[config.mk]
export PLATFORM = sky130hd
export DESIGN_NAME = rbft_queue
export DESIGN_NICKNAME = d
export VERILOG_FILES = /design/src/rbft_pkg.sv /design/src/rbft_queue.sv
export SDC_FILE = /design/constraint.sdc
export NUM_CORES = 1
export LEC_CHECK = 0
export BUFFER_PORTS_ARGS = -buffer_cell sky130_fd_sc_hd__buf_2
export CORE_MARGIN = 1.5
export CORE_UTILIZATION = 40
export DETAILED_ROUTE_END_ITERATION = 6
export PLACE_DENSITY = 0.61
export SLEW_MARGIN = 20
export SYNTH_ARGS = -nofsm -noshare
export SYNTH_HDL_FRONTEND = slang
export SYNTH_SLANG_ARGS = --single-unit
export TNS_END_PERCENT = 20
[constraint.sdc]
create_clock -name clk -period 11.9 [get_ports clk]
set_clock_uncertainty 0.2 [all_clocks]
set_input_delay 1.19 -clock clk [delete_from_list [all_inputs] [get_ports clk]]
set_output_delay 1.19 -clock clk [all_outputs]
set_load 0.02 [all_outputs]
[src/rbft_pkg.sv]
`default_nettype none
package rbft_pkg;

	localparam int VEC_BITS_DEF  = 21;
	localparam int QUAT_FRAC_DEF = 14;
	localparam int UNIT_BITS     = 30;
	localparam int VEC_FRAC      = 10;
	localparam int QW            = 18;
	localparam int OFFW          = 21;
	localparam int UW            = 32;
	localparam int SQRT_STEPS    = 32;
	localparam int DIV_STEPS     = 31;
	localparam int UNIT_LAT      = 3 + SQRT_STEPS + 1 + DIV_STEPS;
	localparam int QUEUE_DEPTH   = 4;
	localparam int CFG_IDXW      = 3;
	localparam int CFG_DATAW     = 21;

	localparam logic [CFG_IDXW-1:0] REG_ROT_W = 3'd0;
	localparam logic [CFG_IDXW-1:0] REG_ROT_X = 3'd1;
	localparam logic [CFG_IDXW-1:0] REG_ROT_Y = 3'd2;
	localparam logic [CFG_IDXW-1:0] REG_ROT_Z = 3'd3;
	localparam logic [CFG_IDXW-1:0] REG_OFF_X = 3'd4;
	localparam logic [CFG_IDXW-1:0] REG_OFF_Y = 3'd5;
	localparam logic [CFG_IDXW-1:0] REG_OFF_Z = 3'd6;

	typedef enum logic [1:0] {
		ST_OK          = 2'd0,
		ST_PARENT_ZERO = 2'd1,
		ST_MOUNT_ZERO  = 2'd2
	} status_t;

	typedef logic [3:0][UW-1:0] uquat_t;

	typedef struct packed {
		logic [QW-1:0] qw;
		logic [QW-1:0] qx;
		logic [QW-1:0] qy;
		logic [QW-1:0] qz;
		logic [62:0]   pos;
		logic [62:0]   vel;
		logic [62:0]   rate;
	} in_item_t;

	typedef struct packed {
		uquat_t      pu;
		uquat_t      mu;
		status_t     status;
		logic [62:0] pos;
		logic [62:0] vel;
		logic [62:0] rate;
	} fb_t;

	typedef struct packed {
		logic [3:0][15:0] cq;
		logic [62:0]      pos;
		logic [62:0]      vel;
		logic [62:0]      rate;
		status_t          status;
	} out_item_t;

	// round to nearest, ties away from zero
	function automatic logic signed [63:0] rnd_shift(input logic signed [63:0] x,
			input int unsigned s);
		logic [63:0] m;
		logic [63:0] r;
		m = x[63] ? 64'(-x) : 64'(x);
		r = (m + (64'd1 << (s - 1))) >> s;
		return x[63] ? -$signed(r) : $signed(r);
	endfunction

	function automatic logic signed [63:0] clamp64(input logic signed [63:0] x,
			input logic signed [63:0] lo, input logic signed [63:0] hi);
		return (x < lo) ? lo : ((x > hi) ? hi : x);
	endfunction

endpackage
`default_nettype wire

[src/rbft_queue.sv]
`default_nettype none
module rbft_queue (
	input  wire logic          clk,
	input  wire logic          arst_n,
	input  wire logic          push,
	input  wire rbft_pkg::fb_t push_item,
	output logic               full,
	input  wire logic          pop,
	output logic               empty,
	output rbft_pkg::fb_t      head
);
	import rbft_pkg::*;

	localparam int PW = $clog2(QUEUE_DEPTH);

	fb_t         mem [QUEUE_DEPTH];
	logic [PW-1:0] wr_q, rd_q;
	logic [PW:0]   cnt_q;

	assign full  = (cnt_q == (PW+1)'(QUEUE_DEPTH));
	assign empty = (cnt_q == '0);
	assign head  = mem[rd_q];

	always_ff @(posedge clk) begin
		if (push)
			mem[wr_q] <= push_item;
	end

	always_ff @(posedge clk or negedge arst_n) begin
		if (!arst_n) begin
			wr_q  <= '0;
			rd_q  <= '0;
			cnt_q <= '0;
		end else begin
			if (push)
				wr_q <= wr_q + 1'b1;
			if (pop)
				rd_q <= rd_q + 1'b1;
			if (push && !pop)
				cnt_q <= cnt_q + 1'b1;
			else if (pop && !push)
				cnt_q <= cnt_q - 1'b1;
		end
	end

	a_no_overflow: assert property (@(posedge clk) disable iff (!arst_n) push |-> !full)
		else $error("queue push while full");
	a_no_underflow: assert property (@(posedge clk) disable iff (!arst_n) pop |-> !empty)
		else $error("queue pop while empty");
	a_cnt_track: assert property (@(posedge clk) disable iff (!arst_n)
		(push && !pop) |=> (cnt_q == $past(cnt_q) + 1'b1))
		else $error("queue count lost a request");

endmodule
`default_nettype wire

==> reports/metrics.csv <==
stage,metric,value,unit
clock_network,H-Tree Depth,4,
layout,"Cell Count, Final, Fillers Out",5728,
route,Post-Route WL,143.4,mm
worst_hold_path,worst hold endpoint,cnt_q[2],
setup_path,cells on worst reg2reg path,5,
route,total number of vias,29150,
clock_network,CTS Sinks,1795,
timing,Worst slew margin,24.29,%
layout,multi-input logic area,10280,sq um
setup_path,crit path max fanout,131,
setup_path,CP required,10.51,ns
layout,# fillers,13110,
timing,post-route minimum period,5.743,ns
clock_network,post-CTS setup repair buffer count,0,
layout,Finished Cell Area,77380,sq um
floorplan,std cell rows,147,
setup_path,CP Launch Type,register,
setup_path,worst r2r src,wr_q[0],
timing,worst hold-check slack,0.2944,ns
place,Port Buffers,899,
place,Post-DP HPWL,88.87,mm
clock_network,CTS Buf Count,182,
synthesis,Mapped Area,64940,sq um
timing,Final Cycle Share,48.26,%
worst_hold_path,hold crit path type,register to register,
place,Placed Area,71770,sq um
floorplan,Core Region,160900,sq um
route,# DRC,0,
synthesis,Mapped Cells,2369,
synthesis,#FFs+latches synth,1795,
status,outcome,completed,
timing,setup violators final,0,
route,vias per cell,5.089,
timing,final hold violations,0,
floorplan,# IOs,900,
floorplan,die area,164800,sq um
global_routing,global-route wire length before repair,205.3,mm
global_routing,initial antenna violation count,103,
setup_path,worst setup path category,register to primary output,
synthesis,yosys warns,0,
global_routing,largest net degree at the start of global routing,145,
global_routing,grt total ovfl,0,
route,Routed met2 length,68.67,mm
layout,Storage cell area,53870,sq um
clock_network,Root Driver,clkbuf_16,
job,maxcap violations,0,
clock_network,"Clk Latency, worst-skew pair",0.80,ns
clock_network,CTS tree,done,
setup_path,crit path DAT,4.35,ns
setup_path,R2R setup slack,8.26,ns
worst_hold_path,Hold Crit Start,cnt_q[2],
route,drt pass-1 iters,7,
layout,share of layout cells above drive strength 1,45.70,%
layout,Layout area overhead,19.16,%
layout,highest-count cells in the layout ignoring fill and taps,"edfxtp_1 (1788), buf_2 (899), mux4_2 (447)",
synthesis,Netlist cell types,18,
timing,Final Max Slew Viols,0,
pwr,Leak,25.89,nW
layout,NumNets Final,3840,
route,max layer used,met5,
synthesis,post-synthesis sequential area ratio,82.95,%
floorplan,Die Wd,405.9,microns
global_routing,vias in the first global route,30220,
clock_network,clk slew on worst S/H paths,0.06,ns
route,drt wl/cell,25.03,microns
global_routing,Total GRT Usage,17.17,%
clock_network,Max Root-Sink Buffers,3,
layout,"commonest non-fill, non-tap cell in the layout",edfxtp_1,
place,gpl congestion,0.7550,
timing,Achievable Freq,174.1,MHz
worst_hold_path,Hold Path Cell Cnt,1,
synthesis,"Avg Cell Area, Syn",27.41,sq um
synthesis,syn nets,2826,
timing,worst slew pin tran,1.136,ns
route,routed wl met3,15.62,mm
route,DR iter-0 viols,2198,
route,ANT nets after route,0,
route,metal1 wirelength,53.58,mm
timing,RSZ-0062 raised after global routing,no,
setup_path,worst r2r dst,mem[2][132],
pwr,VDD IR max,0.1818,mV
setup_path,critical path endpoint category,primary output,
pwr,Power per Cell Area,260.5,nW/um^2
floorplan,Die H,405.9,microns
place,Placed Cells,5358,
floorplan,starting density of the core,40.35,%
pwr,final total power,20.16,mW
==> critical path: stages, from the launching register on <==
cell and delay, ns:
dfrtp_4 1.03, buf_4 0.90, buf_12 0.56, mux4_2 0.42, buf_2 0.20
==> routing by layer <==
layer,vias up,track usage (%)
met5,-,0
met4,106,6.807
met3,356,8.087
met2,1025,27.04
met1,15170,20.38
li1,12500,-
==> power breakdown <==
group / switching [mW] / internal (mW) / leakage, nW
Combinational: 3.94 / 2.39 / 6.71
Clock: 2.33 / 2.93 / 2.68
Sequential: 0.305 / 8.27 / 16.5
==> state kept, by name (all words and copies together), names as in the netlist <==
register	count
wr_q	2
cnt_q	3
rd_q	2
mem	1788
==> through the flow <==
step           utilization [%]  setup TNS, ns  setup WS, ns
2_1_floorplan                -        -444.11       -0.3312
3_3_place_gp             44.59              0         6.927
3_5_place_dp             44.59              0         6.913
4_1_cts                  48.02              0         5.994
5_1_grt                  48.05              0         5.804
6_report                 48.08              0         6.157
==> what timing repair did <==
action                    4_1_cts  5_1_grt
hold buffers                    1        0
hold endpoints to repair        7        0
resized for setup               0        0
==> worst max path at each step <==
stage / from / to / slack, ns / depth (start not counted)
2_1_floorplan: push / mem[3][0] / -0.33 / 1
3_3_place_gp: rd_q[0] / head[131] / 6.93 / 4
3_5_place_dp: rd_q[0] / head[127] / 6.91 / 4
4_1_cts: rd_q[0] / head[127] / 5.99 / 4
5_1_grt: rd_q[0] / head[127] / 5.80 / 4
6_report: rd_q[1] / head[283] / 6.16 / 4
==> logic make-up (layout without fill, tap and decap cells) <==
kind of cell,count (synthesis),after routing,share of synthesized area [%]
muxes,448,448,15.52
and+or+nand+nor,9,9,0.07514
other,0,36,0
AOI/OAI and AO/OA,1,1,0.007700
adders and majority gates,6,6,0.1272
DFF,1795,1795,82.95
buffers and inverters,104,1267,1.235
xor gates and xnor gates,6,6,0.08093
==> Yosys cell counts (all sizes together) <==
cell type	count	area, sq um
inv	4	15.01
nand2	2	7.510
fa	1	20.02
buf	94	764.5
xnor2	2	17.52
xor2	4	35.03
nor3	1	5.000
clkbuf	6	22.52
o21ai	1	5.000
ha	5	62.56
and2	4	25.02
nor2	1	3.750
edfxtp	1788	53690
dfrtp	7	175.2
mux4	447	10070
nor3b	1	7.510
mux2	1	11.26
==> layout make-up <==
cell class                 count  area share, %
antenna                       36         0.1164
clock buffer                 233          6.216
clock inverter               100         0.9023
inverter                       4        0.01940
multi-input combinational    470          13.28
sequential                  1795          69.63
tap                         2160          3.493
timing repair buffer         930          6.345
(Power assumes the default switching activity.)
